`config.mk`:
```
export PLATFORM = sky130hd
export DESIGN_NAME = tlb_refill_replacement
export DESIGN_NICKNAME = d
export VERILOG_FILES = /design/src/design/tlbrr_pkg.sv /design/src/design/tlbrr_ctrl.sv /design/src/design/tlbrr_dp.sv /design/src/design/tlb_refill_replacement.sv
export SDC_FILE = /design/constraint.sdc
export NUM_CORES = 1
export LEC_CHECK = 0
export BUFFER_PORTS_ARGS = -buffer_cell sky130_fd_sc_hd__buf_2
export CAP_MARGIN = 20
export CORE_ASPECT_RATIO = 0.8
export CORE_UTILIZATION = 54
export CTS_BUF_LIST = sky130_fd_sc_hd__clkbuf_2 sky130_fd_sc_hd__clkbuf_4 sky130_fd_sc_hd__clkbuf_8
export DETAILED_ROUTE_END_ITERATION = 6
export GPL_ROUTABILITY_DRIVEN = 1
export PLACE_DENSITY_LB_ADDON = 0.25
export SYNTH_ARGS = -nofsm -noshare
export SYNTH_HDL_FRONTEND = slang
export SYNTH_SLANG_ARGS = --single-unit
```
`constraint.sdc`:
```
create_clock -name clk -period 7.7 [get_ports clk]
set_input_delay 0.77 -clock clk [delete_from_list [all_inputs] [get_ports clk]]
set_output_delay 0.77 -clock clk [all_outputs]
set_load 0.005 [all_outputs]
```
`src/design/tlbrr_pkg.sv`:
```
`timescale 1ns / 1ps
// ----------------------------------------------------------------------------
// tlbrr_pkg
// Shared types and constants of the TLB refill and replacement block.
// ----------------------------------------------------------------------------
package tlbrr_pkg;

  // default slot count and fixed address geometry
  localparam int ENTRY_COUNT_DEF = 4;
  localparam int ADDR_W          = 32;
  localparam int OFFSET_BITS     = 7;
  localparam int PAGE_W          = ADDR_W - OFFSET_BITS;
  localparam int FRAME_BITS      = 12;
  localparam int IN_FRAME_W      = 12;
  localparam int OUT_FRAME_W     = 12;
  localparam int OUT_SLOT_W      = 2;
  localparam int OUT_PAGE_W      = 25;

  // request codes
  typedef enum logic [1:0] {
    REQ_LOOKUP = 2'd0,
    REQ_FILL   = 2'd1,
    REQ_FLUSH  = 2'd2
  } req_t;

  // replacement policy codes
  typedef enum logic [1:0] {
    POLICY_RR    = 2'd0,
    POLICY_FIFO  = 2'd1,
    POLICY_CLOCK = 2'd2
  } policy_t;

  // controller states
  typedef enum logic [1:0] {
    ST_IDLE,
    ST_SWEEP,
    ST_EXEC
  } state_t;

  // input item
  typedef struct packed {
    logic [1:0]            req_type;
    logic [ADDR_W-1:0]     virt_addr;
    logic [IN_FRAME_W-1:0] frame_number;
    logic                  page_dirty;
    logic                  page_read_only;
    logic                  page_use;
  } tlbrr_in_t;

  // result item
  typedef struct packed {
    logic                   hit;
    logic [OUT_FRAME_W-1:0] out_frame;
    logic [OUT_SLOT_W-1:0]  slot_index;
    logic                   evicted;
    logic [OUT_PAGE_W-1:0]  evicted_page;
  } tlbrr_out_t;

  // controller to datapath
  typedef struct packed {
    logic capture;
    logic sweep_step;
    logic execute;
  } tlbrr_cmd_t;

  // datapath to controller
  typedef struct packed {
    logic clock_fill;
    logic sweep_stop;
  } tlbrr_sts_t;

endpackage

```
`src/design/tlbrr_ctrl.sv`:
```
`timescale 1ns / 1ps
// ----------------------------------------------------------------------------
// tlbrr_ctrl
// Sequencer: takes one item, runs the clock sweep when needed, then executes
// the request into the output register once that register is free.
// ----------------------------------------------------------------------------
module tlbrr_ctrl (
  input  logic                clk,
  input  logic                rst_n,
  input  logic                in_valid,
  output logic                in_stall,
  output logic                out_valid,
  input  logic                out_stall,
  input  tlbrr_pkg::tlbrr_sts_t sts,
  output tlbrr_pkg::tlbrr_cmd_t cmd
);
  import tlbrr_pkg::*;

  state_t state_r;
  state_t state_nxt;
  logic   out_valid_r;
  logic   out_valid_nxt;
  logic   out_free;

  assign out_free = !out_valid_r || !out_stall;

  // next state
  always_comb begin
    state_nxt = state_r;
    unique case (state_r)
      ST_IDLE: begin
        if (in_valid) begin
          state_nxt = sts.clock_fill ? ST_SWEEP : ST_EXEC;
        end
      end
      ST_SWEEP: begin
        if (sts.sweep_stop) begin
          state_nxt = ST_EXEC;
        end
      end
      ST_EXEC: begin
        if (out_free) begin
          state_nxt = ST_IDLE;
        end
      end
      default: state_nxt = ST_IDLE;
    endcase
  end

  // outputs
  always_comb begin
    cmd      = '0;
    in_stall = 1'b1;
    unique case (state_r)
      ST_IDLE: begin
        in_stall    = 1'b0;
        cmd.capture = in_valid;
      end
      ST_SWEEP: begin
        cmd.sweep_step = !sts.sweep_stop;
      end
      ST_EXEC: begin
        cmd.execute = out_free;
      end
      default: begin
        in_stall = 1'b1;
      end
    endcase
  end

  // result register occupancy
  assign out_valid_nxt = cmd.execute ? 1'b1 : (out_valid_r && out_stall);
  assign out_valid     = out_valid_r;

  always_ff @(posedge clk) begin
    if (!rst_n) begin
      state_r     <= ST_IDLE;
      out_valid_r <= 1'b0;
    end else begin
      state_r     <= state_nxt;
      out_valid_r <= out_valid_nxt;
    end
  end

endmodule

```
`src/design/tlbrr_dp.sv`:
```
`timescale 1ns / 1ps
// ----------------------------------------------------------------------------
// tlbrr_dp
// Slot storage, policy register, hand pointer, lookup match and the
// replacement update, plus the registered result.
// ----------------------------------------------------------------------------
module tlbrr_dp #(
  parameter int ENTRY_COUNT = tlbrr_pkg::ENTRY_COUNT_DEF
) (
  input  logic                  clk,
  input  logic                  rst_n,
  input  tlbrr_pkg::tlbrr_in_t  in_data,
  input  logic                  cfg_we,
  input  logic [1:0]            cfg_data,
  input  tlbrr_pkg::tlbrr_cmd_t cmd,
  output tlbrr_pkg::tlbrr_sts_t sts,
  output tlbrr_pkg::tlbrr_out_t out_data
);
  import tlbrr_pkg::*;

  localparam int IDX_W = (ENTRY_COUNT > 1) ? $clog2(ENTRY_COUNT) : 1;
  localparam int SLX_W = (IDX_W > OUT_SLOT_W) ? IDX_W : OUT_SLOT_W;
  localparam logic [IDX_W-1:0] LAST_IDX = IDX_W'(ENTRY_COUNT - 1);

  // configuration
  policy_t policy_r;

  // captured item
  logic [1:0]            it_req_r;
  logic [PAGE_W-1:0]     it_page_r;
  logic [FRAME_BITS-1:0] it_frame_r;
  logic                  it_dirty_r;
  logic                  it_ro_r;
  logic                  it_use_r;

  // slot state
  logic [ENTRY_COUNT-1:0] valid_r, valid_nxt;
  logic [ENTRY_COUNT-1:0] use_r, use_nxt;
  logic [ENTRY_COUNT-1:0] dirty_r, dirty_nxt;
  logic [ENTRY_COUNT-1:0] ro_r, ro_nxt;
  logic [PAGE_W-1:0]      page_r [ENTRY_COUNT];
  logic [PAGE_W-1:0]      page_nxt [ENTRY_COUNT];
  logic [FRAME_BITS-1:0]  frame_r [ENTRY_COUNT];
  logic [FRAME_BITS-1:0]  frame_nxt [ENTRY_COUNT];
  logic [IDX_W-1:0]       hand_r, hand_nxt, hand_inc;

  // result
  tlbrr_out_t res_r, res_nxt;

  // hand pointer wraps at the slot count
  assign hand_inc = (hand_r == LAST_IDX) ? '0 : IDX_W'(hand_r + 1'b1);

  // status toward the sequencer
  assign sts.clock_fill = (in_data.req_type == REQ_FILL) && (policy_r == POLICY_CLOCK);
  assign sts.sweep_stop = !valid_r[hand_r] || !use_r[hand_r];

  // policy register
  always_ff @(posedge clk) begin
    if (!rst_n) begin
      policy_r <= POLICY_RR;
    end else if (cfg_we) begin
      policy_r <= policy_t'(cfg_data);
    end
  end

  // item capture on input transfer
  always_ff @(posedge clk) begin
    if (cmd.capture) begin
      it_req_r   <= in_data.req_type;
      it_page_r  <= PAGE_W'(in_data.virt_addr >> OFFSET_BITS);
      it_frame_r <= FRAME_BITS'(in_data.frame_number);
      it_dirty_r <= in_data.page_dirty;
      it_ro_r    <= in_data.page_read_only;
      it_use_r   <= in_data.page_use;
    end
  end

  // sweep step and request execution
  always_comb begin
    logic             found;
    logic [IDX_W-1:0] sel;
    logic [SLX_W-1:0] sel_ext;
    logic             put;
    logic             put_use;
    valid_nxt = valid_r;
    use_nxt   = use_r;
    dirty_nxt = dirty_r;
    ro_nxt    = ro_r;
    page_nxt  = page_r;
    frame_nxt = frame_r;
    hand_nxt  = hand_r;
    res_nxt   = res_r;
    found     = 1'b0;
    sel       = '0;
    sel_ext   = '0;
    put       = 1'b0;
    put_use   = it_use_r;

    // clock sweep: give a used slot its second chance
    if (cmd.sweep_step) begin
      use_nxt[hand_r] = 1'b0;
      hand_nxt        = hand_inc;
    end

    if (cmd.execute) begin
      res_nxt = '0;
      unique case (req_t'(it_req_r))
        REQ_LOOKUP: begin
          // lowest matching valid slot answers
          for (int i = 0; i < ENTRY_COUNT; i++) begin
            if (!found && valid_r[i] && (page_r[i] == it_page_r)) begin
              found = 1'b1;
              sel   = IDX_W'(i);
            end
          end
          if (found) begin
            use_nxt[sel]      = 1'b1;
            res_nxt.hit       = 1'b1;
            res_nxt.out_frame = OUT_FRAME_W'(frame_r[sel]);
            sel_ext           = SLX_W'(sel);
            res_nxt.slot_index = sel_ext[OUT_SLOT_W-1:0];
          end
        end
        REQ_FILL: begin
          put = 1'b1;
          priority case (policy_r)
            POLICY_FIFO: begin
              // first free slot, else shift everything down one
              for (int i = 0; i < ENTRY_COUNT; i++) begin
                if (!found && !valid_r[i]) begin
                  found = 1'b1;
                  sel   = IDX_W'(i);
                end
              end
              if (!found) begin
                res_nxt.evicted      = 1'b1;
                res_nxt.evicted_page = OUT_PAGE_W'(page_r[0]);
                for (int i = 0; i < ENTRY_COUNT - 1; i++) begin
                  valid_nxt[i] = valid_r[i+1];
                  use_nxt[i]   = use_r[i+1];
                  dirty_nxt[i] = dirty_r[i+1];
                  ro_nxt[i]    = ro_r[i+1];
                  page_nxt[i]  = page_r[i+1];
                  frame_nxt[i] = frame_r[i+1];
                end
                sel = LAST_IDX;
              end
            end
            POLICY_CLOCK: begin
              // sweep already parked the hand on the victim
              sel     = hand_r;
              put_use = 1'b1;
              if (valid_r[sel]) begin
                res_nxt.evicted      = 1'b1;
                res_nxt.evicted_page = OUT_PAGE_W'(page_r[sel]);
              end
            end
            default: begin
              // round robin, also for the unused policy code
              sel      = hand_r;
              hand_nxt = hand_inc;
              if (valid_r[sel]) begin
                res_nxt.evicted      = 1'b1;
                res_nxt.evicted_page = OUT_PAGE_W'(page_r[sel]);
              end
            end
          endcase
          res_nxt.out_frame  = OUT_FRAME_W'(it_frame_r);
          sel_ext            = SLX_W'(sel);
          res_nxt.slot_index = sel_ext[OUT_SLOT_W-1:0];
        end
        REQ_FLUSH: begin
          valid_nxt = '0;
        end
        default: begin
          valid_nxt = valid_r;
        end
      endcase

      // write the new entry
      if (put) begin
        valid_nxt[sel] = 1'b1;
        use_nxt[sel]   = put_use;
        dirty_nxt[sel] = it_dirty_r;
        ro_nxt[sel]    = it_ro_r;
        page_nxt[sel]  = it_page_r;
        frame_nxt[sel] = it_frame_r;
      end
    end
  end

  // slot flags and hand pointer
  always_ff @(posedge clk) begin
    if (!rst_n) begin
      valid_r <= '0;
      use_r   <= '0;
      dirty_r <= '0;
      ro_r    <= '0;
      hand_r  <= '0;
    end else begin
      valid_r <= valid_nxt;
      use_r   <= use_nxt;
      dirty_r <= dirty_nxt;
      ro_r    <= ro_nxt;
      hand_r  <= hand_nxt;
    end
  end

  // slot payload and result register
  always_ff @(posedge clk) begin
    page_r  <= page_nxt;
    frame_r <= frame_nxt;
    res_r   <= res_nxt;
  end

  assign out_data = res_r;

endmodule

```
`src/design/tlb_refill_replacement.sv`:
```
`timescale 1ns / 1ps
// ----------------------------------------------------------------------------
// tlb_refill_replacement
// Small fully associative TLB with lookup, fill and flush requests and a
// selectable replacement policy: round robin, FIFO with shift, or clock.
// ----------------------------------------------------------------------------
//
//   channel   direction  handshake        payload
//   in_       input      valid / stall    tlbrr_in_t  (request)
//   out_      output     valid / stall    tlbrr_out_t (result)
//   cfg_      input      valid / ready    policy_mode (2 bits)
//
// Lookup, flush and round robin or FIFO fill go from the input transfer to the
// execute step; a clock fill first sweeps the hand pointer over the slots,
// clearing the use bit of each used slot it passes, and then executes.
// One request is in work at a time; a new one is taken while the previous
// result still waits in the output register. A stalled output holds the
// next request in its execute step. Synchronous active-low reset clears all
// slot flags, the hand pointer and the policy; no clearing pass is needed.
// ----------------------------------------------------------------------------
module tlb_refill_replacement #(
  parameter int ENTRY_COUNT = tlbrr_pkg::ENTRY_COUNT_DEF
) (
  input  logic                 clk,
  input  logic                 rst_n,
  input  logic                 in_valid,
  output logic                 in_stall,
  input  tlbrr_pkg::tlbrr_in_t in_data,
  output logic                 out_valid,
  input  logic                 out_stall,
  output tlbrr_pkg::tlbrr_out_t out_data,
  input  logic                 cfg_valid,
  output logic                 cfg_ready,
  input  logic [1:0]           cfg_data
);
  import tlbrr_pkg::*;

  tlbrr_cmd_t cmd;
  tlbrr_sts_t sts;

  // policy writes are always taken
  assign cfg_ready = 1'b1;

  // sequencer
  tlbrr_ctrl u_ctrl (
    .clk       (clk),
    .rst_n     (rst_n),
    .in_valid  (in_valid),
    .in_stall  (in_stall),
    .out_valid (out_valid),
    .out_stall (out_stall),
    .sts       (sts),
    .cmd       (cmd)
  );

  // slot storage and replacement datapath
  tlbrr_dp #(
    .ENTRY_COUNT (ENTRY_COUNT)
  ) u_dp (
    .clk      (clk),
    .rst_n    (rst_n),
    .in_data  (in_data),
    .cfg_we   (cfg_valid && cfg_ready),
    .cfg_data (cfg_data),
    .cmd      (cmd),
    .sts      (sts),
    .out_data (out_data)
  );

endmodule
```
# Yosys cells after proc, flatten, opt, wreduce, memory -nomap -nowiden
# Cells that the tools add are included.
classes:
  eq_ne: 15
  magnitude_cmp: 10
  div_mod_pow: 0
  mul: 0
  mux: 115
  n_addsub: 1
  reduce_logical: 37
  bitwise_logic: 7
  shift: 0
op_table:
  columns: ["cell", "n"]
  rows:
  - ["$mux 75", 4]
  - ["$mux 36", 4]
  - ["$bwmux 100", 1]
  - ["$eq 25x25->1", 4]
  - ["$mux 100", 1]
  - ["$mux 26", 3]
  - ["$mux 25", 3]
  - ["$bmux 25 s2", 1]
  - ["$demux 25 s2", 1]
  - ["$mux 1", 49]
  - ["$bwmux 48", 1]
  - ["$mux 48", 1]
  - ["$mux 12", 3]
  - ["$mux 2", 18]
  - ["$pmux 14 s2", 1]
  - ["$bmux 12 s2", 1]
  - ["$demux 12 s2", 1]
  - ["$mux 4", 5]
  - ["$mux 3", 6]
  - ["$logic_and 1x1->1", 16]
  - ["$mux 15", 1]
  - ["$logic_not 1->1", 14]
  - ["$pmux 3 s2", 2]
  - ["$ge 3x3->1 const B", 3]
  - ["other kinds (22)", 41]
totals:
  latch_bits: 0
  rom_bits: 0
  regBits: 244
  word_cells: 208
  out_inout_bits: 44
  in_bits: 56
  ramBits: 0
  mem_count: 0

# Logic depth before layout (Yosys ltp)
# Gate-level depths: netlist of the first run.
depth:
  ltp_word: 34
  mapped_depth: 12
  ltp_nobuf: 10

# Cells and area by module
# From an unflattened synthesis of the first run, not the netlist that was laid out.
hier_totals:
  cells_unflattened: 1082
  hier_area_um2: 12837.3
by_module_without_submodules:
  columns: ["mod", "area_per_inst_um2", "n_inst", "cells_per_inst", "seq_area_each_um2"]
  rows:
  - ["tlbrr_dp", 12662.1, 1, 1064, 7116.8]
  - ["tlbrr_ctrl", 163.9, 1, 16, 60.1]
  - ["tlb_refill_replacement", 11.3, 1, 2, 0.0]

# Worst setup path after synthesis of the first run
# No wires, ideal clock.
synth_timing:
  path_type: "input to register"
  startpoint: "input out_stall"
  endpoint: "register u_dp.valid_r[1]"
  arrival_ns: 6.280
  path_slack_ns: 1.305
  setup_time_ns: 0.115
  path_stages: 8
  n_path_buf: 1
  cell_sequence: "nand2_1 nand2b_1 inv_1 clkbuf_1 nand2_1 o21ai_0 o21ai_0 and2_1"
synth_lines:
  columns: ["item", "line", "source"]
  rows:
  - ["start, declared", "tlb_refill_replacement.sv:30", "input logic out_stall,"]
  - ["end signal, assigned", "tlbrr_dp.sv:201", "valid_r <= valid_nxt;"]
  - ["end, declared", "tlbrr_dp.sv:37", "logic [ENTRY_COUNT-1:0] valid_r, valid_nxt;"]

==> summary.log, run 1 <==
qor: outcome.status completed
qor: die.initial_utilization 55.6%
qor: clock_network.numCtsBuffers 41
qor: min_path.hold_class in2reg
qor: yosys.syn_avg_cell_area 10.7 um^2
qor: setup_path.crit_cells 8
qor: yosys.synth.cell_area 13100 um^2
qor: global_routing.groute.layer.met1.usage 40.5%
qor: global_routing.pin_count_of_the_biggest_net_entering_global_routing 125
qor: clock_network.cts_tree built
qor: power_and_ir_drop.vdd.ir_drop.worst 0.150 mV
qor: global_routing.globalRouteMet2Util 40.4%
qor: die.ioPinCount 100
qor: global_routing.track_usage 27.3%
qor: timing.relative_slew_slack 35.1%
qor: clock_network.buffers_from_clock_root_to_sink_at_most 3
qor: timing.slew_viol_final 0
qor: clock_network.post_cts_resize_count 0
qor: die.die_width 176 um
qor: yosys.synthesis.nets 1287
qor: die.fp-row-count 50
qor: drt.detail_route.first_pass.iterations 5
qor: setup_path.crit_fanout 27
qor: yosys.synth_area_leader sky130_fd_sc_hd__edfxtp_1
qor: global_routing.antenna_found_initial 0
qor: yosys.ys_warn_count 0
qor: placed_design.port_buffers 89
qor: timing.rsz0062_at_grt false
qor: placed_design.place.detailed.hpwl 21200 um
qor: clock_network.holdBufCountCts 0
qor: setup_path.arrival 4470 ps
qor: cells_and_area.final_design_area_no_fill 14500 um^2
qor: power_and_ir_drop.p_total 3.04 mW
qor: placed_design.postPlaceCellArea 13700 um^2
qor: clock_network.post-cts-setup-buffers 0
qor: die.die_h 141 um
qor: cells_and_area.final_layout_size_suffix_gt1_share 17.8%
qor: drt.detail_route.wirelength 33800 um
qor: setup_path.startpoint_type flip-flop
qor: timing.setup_tns 0 ps
qor: yosys.seq_area_frac_synth 54.7%
qor: drt.drt_drc_violations_left 0
qor: die.fp.dieArea 24900 um^2
qor: yosys.synth_top_cell_area_share 52.4%
qor: timing.transition_at_the_pin_with_the_smallest_max_transition_slack 970 ps
qor: cells_and_area.multiInputGateArea 5400 um^2
qor: yosys.synthDistinctLibCells 62
qor: global_routing.grt.busiest_layer met1
qor: power_and_ir_drop.pwr-share-comb 9.2%
qor: setup_path.worst_ep_required 7880 ps
qor: global_routing.met3_usage 5.89%
qor: yosys.ys_top_cells_by_area sky130_fd_sc_hd__edfxtp_1 (52%), sky130_fd_sc_hd__nand2_1 (9.1%), sky130_fd_sc_hd__mux4_2 (4.6%), sky130_fd_sc_hd__xor2_1 (4.2%), sky130_fd_sc_hd__a31oi_1 (3.6%)
qor: timing.final.setup_skew 19.8 ps
qor: power_and_ir_drop.internal 2.26 mW
qor: die.design.core.area 23600 um^2
qor: timing.finalCritPeriodShare 55.8%
qor: drt.drt_iter0_drc 1273
qor: global_routing.grt-ovfl-total 0
qor: setup_path.cp_slowest_stage_delay 680 ps
qor: setup_path.path_class reg2reg
qor: cells_and_area.antenna_cells_inserted 0
qor: yosys.yosys_register_bits 244
qor: yosys.post_synth_edffs 229
qor: cells_and_area.layout.cells.most_common sky130_fd_sc_hd__nand2_1
qor: setup_path.end_kind flip-flop
qor: clock_network.clock_tree.htree_level_count 2
qor: drt.ant_nets 0
qor: setup_path.critical_path_buf_inv_count 1
qor: placed_design.final_estimated_routing_congestion_in_global_placement 0.957
qor: drt.average_wire_per_standard_cell 20.8 um
qor: run.max_cap_viols 0
qor: power_and_ir_drop.share_seq_of_total_power 53.4%
qor: timing.hold_violations 0
qor: cells_and_area.fillCellCount 1894
qor: cells_and_area.area_growth_syn_to_layout 10.6%
qor: setup_path.cpMaxStageDelayCell sky130_fd_sc_hd__nor3b_4
qor: timing.period_minus_slack 4290 ps
qor: drt.via_per_inst 6.12
qor: yosys.synthesis.instances 1222
qor: power_and_ir_drop.leakage 5.38 nW
qor: clock_network.clock_sinks 244
qor: timing.max_clock_freq 233 MHz
qor: power_and_ir_drop.switching_power 0.778 mW
qor: yosys.async_flop_share 0%
qor: setup_path.worst_r2r_path_depth 8
qor: timing.setup_violations 0
qor: clock_network.clk-insertion-delay-late 550 ps
qor: cells_and_area.seq_area 7180 um^2
qor: power_and_ir_drop.power.density 210 nW/um^2
qor: global_routing.grt_pass1_vias 9288
qor: drt.total_number_of_vias 9940
qor: clock_network.clk_root_buf sky130_fd_sc_hd__clkbuf_8
qor: power_and_ir_drop.clockPowerShare 37.4%
qor: clock_network.path_clk_slew 60 ps
qor: cells_and_area.final_net_count 1344
qor: min_path.holdPathStages 1
qor: global_routing.first_pass_grt_wire_length 51800 um
qor: setup_path.crit_path_cell_chain xor2_1, nor4_1, nand3_1, or4_4, a2111oi_4, or2_2, nor3b_4, buf_4
qor: setup_path.timing.critical_path.max_delay_family simple AND/OR/NAND/NOR gates
qor: cells_and_area.final_cell_mix sky130_fd_sc_hd__nand2_1 (316), sky130_fd_sc_hd__edfxtp_1 (229), sky130_fd_sc_hd__buf_2 (89)
qor: yosys.ys_dominant_reg_cell sky130_fd_sc_hd__edfxtp_1
qor: power_and_ir_drop.power.switching_fraction 25.6%
-- per-stage QoR --
step	setup WS (ps)	std cells	hold slack, ps	utilization, %
final	3410	1623	397	61.5
after global routing	3220	1623	383	61.5
after CTS	3480	1622	377	61.5
after detailed placement	3520	1547	527	58.1
after global placement	3560	1546	533	58.0
after floorplan	1310	1222	421	-
-- worst reg2reg max path, stage by stage, from the launching register on --
cell and delay, ps:
sky130_fd_sc_hd__edfxtp_1 530, sky130_fd_sc_hd__xor2_1 260, sky130_fd_sc_hd__nor4_1 360, sky130_fd_sc_hd__nand3_1 120, sky130_fd_sc_hd__or4_4 600, sky130_fd_sc_hd__a2111oi_4 550
sky130_fd_sc_hd__or2_2 240, sky130_fd_sc_hd__nor3b_4 680, sky130_fd_sc_hd__buf_4 560
-- layer usage --
metal,vias to the layer above,routed length [um]
met5,-,0
met4,0,563
met3,48,3700
met2,551,14900
met1,4823,14600
li1,4518,-
-- layout make-up --
cell class / count / area share (%)
Inverter: 38 / 1.02
Clock buffer: 59 / 4.99
Tap cell: 312 / 2.69
Multi-Input combinational cell: 847 / 37.2
Clock inverter: 16 / 0.500
Sequential cell: 244 / 49.5
Timing Repair Buffer: 107 / 4.11
-- kinds of logic after synthesis --
family	synth area share [%]
simple gates	16.2
compound gates	9.01
buf+inv	4.43
flops	54.7
xor+xnor	6.68
fa+ha+maj	0.859
mux	8.04
other cells	0.0286
-- power groups by stage --
stage / Sequential (mW) / Combinational (mW) / Clock, mW
after global placement: 1.65 / 0.270 / 0
after detailed placement: 1.65 / 0.276 / 0
after global routing: 1.63 / 0.303 / 1.21
after CTS: 1.62 / 0.277 / 1.15
after floorplan: 1.63 / 0.198 / 0
final: 1.62 / 0.281 / 1.14
-- worst paths after layout --
| check | from | slack [ps] | end |
|---|---|---|---|
| setup / recovery | u_dp.it_page_r[15] | 3410 | flip-flop |
| hold reg to reg | u_dp.policy_r[1] | 540 | u_dp.policy_r[1] |
| hold / removal | in_data[26] | 400 | u_dp.it_page_r[4] |
| setup reg to reg | u_dp.it_page_r[15] | 3410 | flip-flop |
-- synth_stat cells (5+ instances only) --
cell type	instances
sky130_fd_sc_hd__nand4_1	14
sky130_fd_sc_hd__mux2_2	18
sky130_fd_sc_hd__xor2_1	63
sky130_fd_sc_hd__mux4_2	27
sky130_fd_sc_hd__o21ai_0	48
sky130_fd_sc_hd__a21boi_0	6
sky130_fd_sc_hd__buf_1	5
sky130_fd_sc_hd__ha_1	9
sky130_fd_sc_hd__buf_6	5
sky130_fd_sc_hd__nor2_1	83
sky130_fd_sc_hd__clkbuf_1	50
sky130_fd_sc_hd__a222oi_1	12
sky130_fd_sc_hd__dfxtp_1	15
sky130_fd_sc_hd__nor4_1	28
sky130_fd_sc_hd__nand2_1	317
sky130_fd_sc_hd__a22oi_1	12
sky130_fd_sc_hd__inv_1	38
sky130_fd_sc_hd__mux2_1	19
sky130_fd_sc_hd__xnor2_1	37
sky130_fd_sc_hd__a31oi_1	76
sky130_fd_sc_hd__edfxtp_1	229
sky130_fd_sc_hd__buf_2	29
sky130_fd_sc_hd__nand3_1	7
(Power assumes the default switching activity.)
==> run 2: changes to the inputs <==
==> constraint.sdc (replaced) <==
create_clock -name clk -period 4.5 [get_ports clk]
set_input_delay 0.45 -clock clk [delete_from_list [all_inputs] [get_ports clk]]
set_output_delay 0.45 -clock clk [all_outputs]
set_load 0.005 [all_outputs]
==> run 2 against run 1 <==
Against the previous run:
- the run now ends with DRC left
- fmax is 14% higher
- via count fell by 1.2%
- worst hold slack got worse by 320 ps
- non-clock buffer count grew 7
- sequential power up 72%
- utilization down 0.12 points
- clock power grew 60%
- power up 67%
- die area did not move
- sequential cell count unchanged
- clock-buffer cell count down 5
- largest cell class unchanged
- largest power group unchanged
==> summary.log, run 2 (same netlist as run 1, synthesis figures left out) <==
qor: die.ioPinCount 100
qor: clock_network.clk_root_buf sky130_fd_sc_hd__clkbuf_8
qor: cells_and_area.final_cell_mix sky130_fd_sc_hd__nand2_1 (316), sky130_fd_sc_hd__edfxtp_1 (229), sky130_fd_sc_hd__buf_2 (89)
qor: timing.finalCritPeriodShare 83.7%
qor: timing.setup_tns 0 ps
qor: die.initial_utilization 55.6%
qor: timing.period_minus_slack 3770 ps
qor: drt.drt_drc_violations_left 1
qor: clock_network.buffers_from_clock_root_to_sink_at_most 3
qor: drt.detail_route.wirelength 33800 um
qor: cells_and_area.antenna_cells_inserted 0
qor: power_and_ir_drop.pwr-share-comb 9.5%
qor: power_and_ir_drop.clockPowerShare 35.8%
qor: setup_path.worstSetupStartpoint u_dp.it_page_r[3]
qor: timing.final.setup_skew 27.9 ps
qor: setup_path.crit_path_cell_chain xnor2_1, nand4b_1, or4_1, o21a_1, a22o_1, or4_2, buf_4, nor2_1, a31oi_1
qor: placed_design.dp_worst_setup_slack 840 ps
qor: clock_network.clock_sinks 244
qor: setup_path.worst_ep_required 4750 ps
qor: timing.max_clock_freq 266 MHz
qor: power_and_ir_drop.internal 3.79 mW
qor: setup_path.cpMaxStageDelayCell sky130_fd_sc_hd__or4_2
qor: die.fp-row-count 50
qor: setup_path.path_class reg2reg
qor: clock_network.numCtsBuffers 39
qor: setup_path.worst_r2r_path_depth 9
qor: drt.total_number_of_vias 9824
qor: clock_network.clk-insertion-delay-late 540 ps
qor: die.die_width 176 um
qor: global_routing.pin_count_of_the_biggest_net_entering_global_routing 110
qor: timing.setup_ws 734 ps
qor: power_and_ir_drop.power.density 351 nW/um^2
qor: setup_path.arrival 4020 ps
qor: placed_design.final_estimated_routing_congestion_in_global_placement 0.938
qor: clock_network.cts_tree built
qor: setup_path.timing.critical_path.to u_dp.page_r[66]
qor: cells_and_area.area_growth_syn_to_layout 10.4%
qor: timing.transition_at_the_pin_with_the_smallest_max_transition_slack 973 ps
qor: global_routing.grt_pass1_vias 9279
qor: power_and_ir_drop.power.switching_fraction 25.4%
qor: cells_and_area.final_net_count 1349
qor: clock_network.holdBufCountCts 0
qor: drt.met2_length 15000 um
qor: setup_path.crit_fanout 38
qor: drt.ant_nets 0
qor: die.design.core.area 23600 um^2
qor: timing.hold_violations 0
qor: clock_network.post_cts_resize_count 0
qor: global_routing.antenna_found_initial 0
qor: setup_path.r2r_slack 730 ps
qor: placed_design.place.detailed.hpwl 22200 um
qor: clock_network.path_clk_slew 60 ps
qor: clock_network.post-cts-setup-buffers 0
qor: timing.slew_viol_final 0
qor: drt.average_wire_per_standard_cell 20.9 um
qor: drt.met3WireLength 3000 um
qor: setup_path.cp_slowest_stage_delay 660 ps
qor: placed_design.port_buffers 89
qor: power_and_ir_drop.leakage 5.36 nW
qor: drt.via_per_inst 6.06
qor: timing.rsz0062_at_grt false
qor: setup_path.critical_path.reg2reg.endpoint u_dp.page_r[66]
qor: drt.top_layer_used met4
qor: power_and_ir_drop.switching_power 1.29 mW
qor: power_and_ir_drop.vdd.ir_drop.worst 0.203 mV
qor: power_and_ir_drop.share_seq_of_total_power 54.6%
qor: die.fp.dieArea 24900 um^2
qor: setup_path.end_kind flip-flop
qor: run.max_cap_viols 0
qor: timing.setup_violations 0
qor: setup_path.worst_r2r_startpoint u_dp.it_page_r[3]
qor: setup_path.startpoint_type flip-flop
qor: drt.detail_route.first_pass.iterations 7
qor: global_routing.grt-ovfl-total 0
qor: drt.drt_iter0_drc 1376
qor: timing.relative_slew_slack 34.9%
qor: outcome.status complete, but fails checks
qor: cells_and_area.final_layout_size_suffix_gt1_share 17.7%
qor: min_path.hold_class in2reg
qor: global_routing.track_usage 27.8%
qor: drt.wire_length_on_met1 15400 um
qor: global_routing.first_pass_grt_wire_length 52900 um
qor: cells_and_area.layout.cells.most_common sky130_fd_sc_hd__nand2_1
qor: outcome.violations DRC
qor: clock_network.clock_tree.htree_level_count 2
qor: die.die_h 141 um
## run 2: worst min path at each step
stage	start	end	slack, ps	cells past startpoint
2_1_floorplan	u_dp.it_page_r[0]	flip-flop	420	0
3_3_place_gp	u_dp.use_r[1]	u_dp.use_r[1]	520	2
3_5_place_dp	u_dp.use_r[1]	u_dp.use_r[1]	530	2
4_1_cts	in_data[0]	u_dp.it_use_r	50	1
5_1_grt	in_data[0]	u_dp.it_use_r	60	1
6_report	in_data[0]	u_dp.it_use_r	80	1
## run 2: stage by stage
| step | instance area (um^2) | util, % | std cells | power (mW) | hold WS [ps] |
|---|---|---|---|---|---|
| 2_1_floorplan | 13100 | - | 1222 | 3.11 | 421 |
| 3_3_place_gp | 13800 | 58.3 | 1555 | 3.28 | 525 |
| 3_5_place_dp | 13800 | 58.3 | 1555 | 3.30 | 528 |
| 4_1_cts | 14500 | 61.4 | 1620 | 5.12 | 51.4 |
| 5_1_grt | 14500 | 61.4 | 1620 | 5.26 | 57.2 |
| 6_report | 14500 | 61.4 | 1620 | 5.09 | 81.4 |
## run 2: power groups by stage
stage	registers, mW	clock network (mW)	logic [mW]
2_1_floorplan	2.77	0	0.339
3_3_place_gp	2.82	0	0.467
3_5_place_dp	2.82	0	0.476
4_1_cts	2.78	1.86	0.479
5_1_grt	2.80	1.94	0.525
6_report	2.78	1.82	0.484
## run 2: worst max-delay path: cells and delay by family, from the launching register on
kind            cells  cell delay (ps)
compound gates      3              540
xor+xnor            1              510
buf+inv             1              310
flops               1              530
simple gates        4             1560
## run 2: area by class of cell
cell class | count | area (um^2)
fillers | 1930 | 9110
multi-input cells | 847 | 5400
well taps | 312 | 390
clock buffers | 54 | 668
inverters | 38 | 148
clock inverters | 11 | 52.6
repair buffers | 114 | 646
flip-flops and latches | 244 | 7180
## run 2: layer usage
layer  GRT usage, %  up-vias
met5              0        -
met1           42.9     4780
met4           7.14        0
met3           4.53       49
met2           40.7      479
li1               -     4516
==> run 3: changes to the inputs <==
==> constraint.sdc (replaced) <==
create_clock -name clk -period 3.1 [get_ports clk]
set_input_delay 0.31 -clock clk [delete_from_list [all_inputs] [get_ports clk]]
set_output_delay 0.31 -clock clk [all_outputs]
set_load 0.005 [all_outputs]
==> run 3 against run 2 <==
Against the previous run:
- the flow finishes with violations (setup timing)
- die area did not move
- critical endpoint is now u_dp.frame_r[25]
- register-to-register slack worse by 1000 ps
- critical path depth increased by 1
- largest cell class unchanged
- via count rose by 13%
- fmax grew 12%
- worst hold slack worse by 52 ps
- power rose by 53%
- combinational power is 130% higher
==> summary.log, run 3 (same netlist as run 1, synthesis figures left out) <==
qor: power_and_ir_drop.pwr-share-comb 14.4%
qor: drt.average_wire_per_standard_cell 21.5 um
qor: cells_and_area.layout.cells.most_common sky130_fd_sc_hd__nand2_1
qor: die.die_width 176 um
qor: global_routing.pin_count_of_the_biggest_net_entering_global_routing 125
qor: drt.total_number_of_vias 11100
qor: power_and_ir_drop.clockPowerShare 34.3%
qor: cells_and_area.final_cell_mix sky130_fd_sc_hd__nand2_1 (316), sky130_fd_sc_hd__edfxtp_1 (229), sky130_fd_sc_hd__buf_4 (175)
qor: timing.transition_at_the_pin_with_the_smallest_max_transition_slack 652 ps
qor: drt.drt_iter0_drc 1678
qor: die.design.core.area 23600 um^2
qor: cells_and_area.final_layout_size_suffix_gt1_share 32.1%
qor: power_and_ir_drop.share_seq_of_total_power 51.3%
qor: timing.relative_slew_slack 56.5%
qor: clock_network.clock_sinks 244
qor: drt.detail_route.first_pass.iterations 7
qor: min_path.hold_class in2reg
qor: clock_network.path_clk_slew 60 ps
qor: setup_path.cp_slowest_stage_delay 520 ps
qor: drt.drt_drc_violations_left 0
qor: timing.setup_violations 165
qor: cells_and_area.final_core_util 72.4%
qor: die.fp-row-count 50
qor: setup_path.startpoint_type flip-flop
qor: timing.setup_ws -275 ps
qor: global_routing.grt-ovfl-total 0
qor: run.max_cap_viols 0
qor: clock_network.cts_tree built
qor: timing.period_minus_slack 3380 ps
qor: drt.top_layer_used met4
qor: power_and_ir_drop.p_total 7.76 mW
qor: timing.hold_violations 0
qor: setup_path.crit_fanout 46
qor: clock_network.buffers_from_clock_root_to_sink_at_most 3
qor: timing.slew_viol_final 0
qor: drt.wire_length_on_met1 16900 um
qor: setup_path.cpMaxStageDelayCell sky130_fd_sc_hd__or4_1
qor: global_routing.grt_pass1_vias 10200
qor: global_routing.first_pass_grt_wire_length 58000 um
qor: power_and_ir_drop.leakage 6.76 nW
qor: cells_and_area.antenna_cells_inserted 0
qor: outcome.violations setup timing
qor: die.fp.dieArea 24900 um^2
qor: placed_design.port_buffers 89
qor: drt.met3WireLength 4160 um
qor: global_routing.antenna_found_initial 0
qor: cells_and_area.final_net_count 1578
qor: power_and_ir_drop.internal 5.74 mW
qor: drt.via_per_inst 5.98
qor: power_and_ir_drop.switching_power 2.02 mW
qor: cells_and_area.area_growth_syn_to_layout 30.3%
qor: clock_network.clk_root_buf sky130_fd_sc_hd__clkbuf_8
qor: setup_path.path_class reg2reg
qor: drt.ant_nets 0
qor: clock_network.numCtsBuffers 40
qor: placed_design.postPlaceCellArea 15000 um^2
qor: global_routing.track_usage 30.9%
qor: timing.max_clock_freq 296 MHz
qor: setup_path.worst_ep_required 3370 ps
qor: power_and_ir_drop.power.density 454 nW/um^2
qor: timing.rsz0062_at_grt true
qor: die.ioPinCount 100
qor: setup_path.end_kind flip-flop
qor: outcome.status complete, but fails checks
qor: drt.detail_route.wirelength 39700 um
qor: power_and_ir_drop.vdd.ir_drop.worst 0.356 mV
qor: drt.met2_length 17800 um
qor: timing.finalCritPeriodShare 109%
qor: setup_path.arrival 3650 ps
qor: timing.final.setup_skew 16.1 ps
qor: die.die_h 141 um
qor: die.initial_utilization 55.6%
qor: cells_and_area.final_design_area_no_fill 17100 um^2
qor: placed_design.final_estimated_routing_congestion_in_global_placement 0.954
qor: clock_network.clk-insertion-delay-late 550 ps
qor: setup_path.crit_path_cell_chain xor2_1, nand4b_1, or4_1, a2111o_1, a22o_1, buf_4, or4_4, buf_12, nor2_1, a31oi_1
qor: power_and_ir_drop.power.switching_fraction 26.0%
qor: clock_network.clock_tree.htree_level_count 2
qor: placed_design.place.detailed.hpwl 23800 um
run 3: cell types whose count changed in the layout (fill, tap and decap cells not counted), moves of 15 or more:
cell,delta
sky130_fd_sc_hd__nor2_1,-18
sky130_fd_sc_hd__buf_6,+15
sky130_fd_sc_hd__dlygate4sd3_1,+40
sky130_fd_sc_hd__buf_4,+151
sky130_fd_sc_hd__mux2_4,+19
sky130_fd_sc_hd__mux2_1,-18
run 3: final timing paths:
kind / start / slack [ps] / endpoint / cells past startpoint
worst min-delay path: cfg_data[0] / 30 / u_dp.policy_r[0] / 3
worst min register to register: u_dp.policy_r[1] / 540 / u_dp.policy_r[1] / 2
worst max register to register: u_dp.it_page_r[1] / -280 / u_dp.frame_r[25] / 10
worst max-delay path: u_dp.it_page_r[1] / -280 / u_dp.frame_r[25] / 10
run 3: area by class of cell:
class	instances	area, um^2
Clock buffer	54	662
Clock inverter	11	55.1
Fill cell	1608	6500
Inverter	38	148
Multi-Input combinational cell	847	5820
Sequential cell	244	7180
Tap cell	312	390
Timing Repair Buffer	342	2830
run 3: power groups by stage:
stage / sequential (mW) / combinational (mW) / clock, mW
2_1_floorplan: 4.02 / 0.499 / 0
3_3_place_gp: 4.04 / 0.891 / 0
3_5_place_dp: 4.04 / 0.911 / 0
4_1_cts: 3.98 / 1.05 / 2.71
5_1_grt: 4.00 / 1.18 / 2.83
6_report: 3.99 / 1.11 / 2.66
run 3: routing by layer:
metal	up-vias	track usage (%)
met5	-	0
met4	0	9.52
met3	66	5.92
met2	664	46.1
met1	5347	45.7
li1	4983	-
run 3: timing repair:
item | in CTS | in global routing
hold buffers | 40 | 0
hold endpoints to repair | 40 | 0
setup buffers | 26 | 9
pin swaps | 6 | 23
gates resized for setup | 66 | 48
endpoints found under the setup margin | 161 | 166
gates cloned | 3 | 7
run 3: worst max-delay path, delay by kind of cell (launching register included):
kind                   cells  cell delay (ps)
AND/OR/NAND/NOR            4             1360
flip-flops                 1              510
buffers and inverters      2              350
XOR/XNOR                   1              250
AO/OA/AOI/OAI              3              600
run 3: metrics by stage:
stage | TNS [ps] | setup slack, ps | hold slack, ps | instances
6_report | -28230 | -275 | 29.2 | 1848
5_1_grt | -35620 | -310 | 42.9 | 1848
4_1_cts | -11920 | -176 | 11.1 | 1834
3_5_place_dp | -23990 | -340 | 488 | 1701
3_3_place_gp | -25700 | -343 | 486 | 1701
2_1_floorplan | -19770 | -537 | 409 | 1222
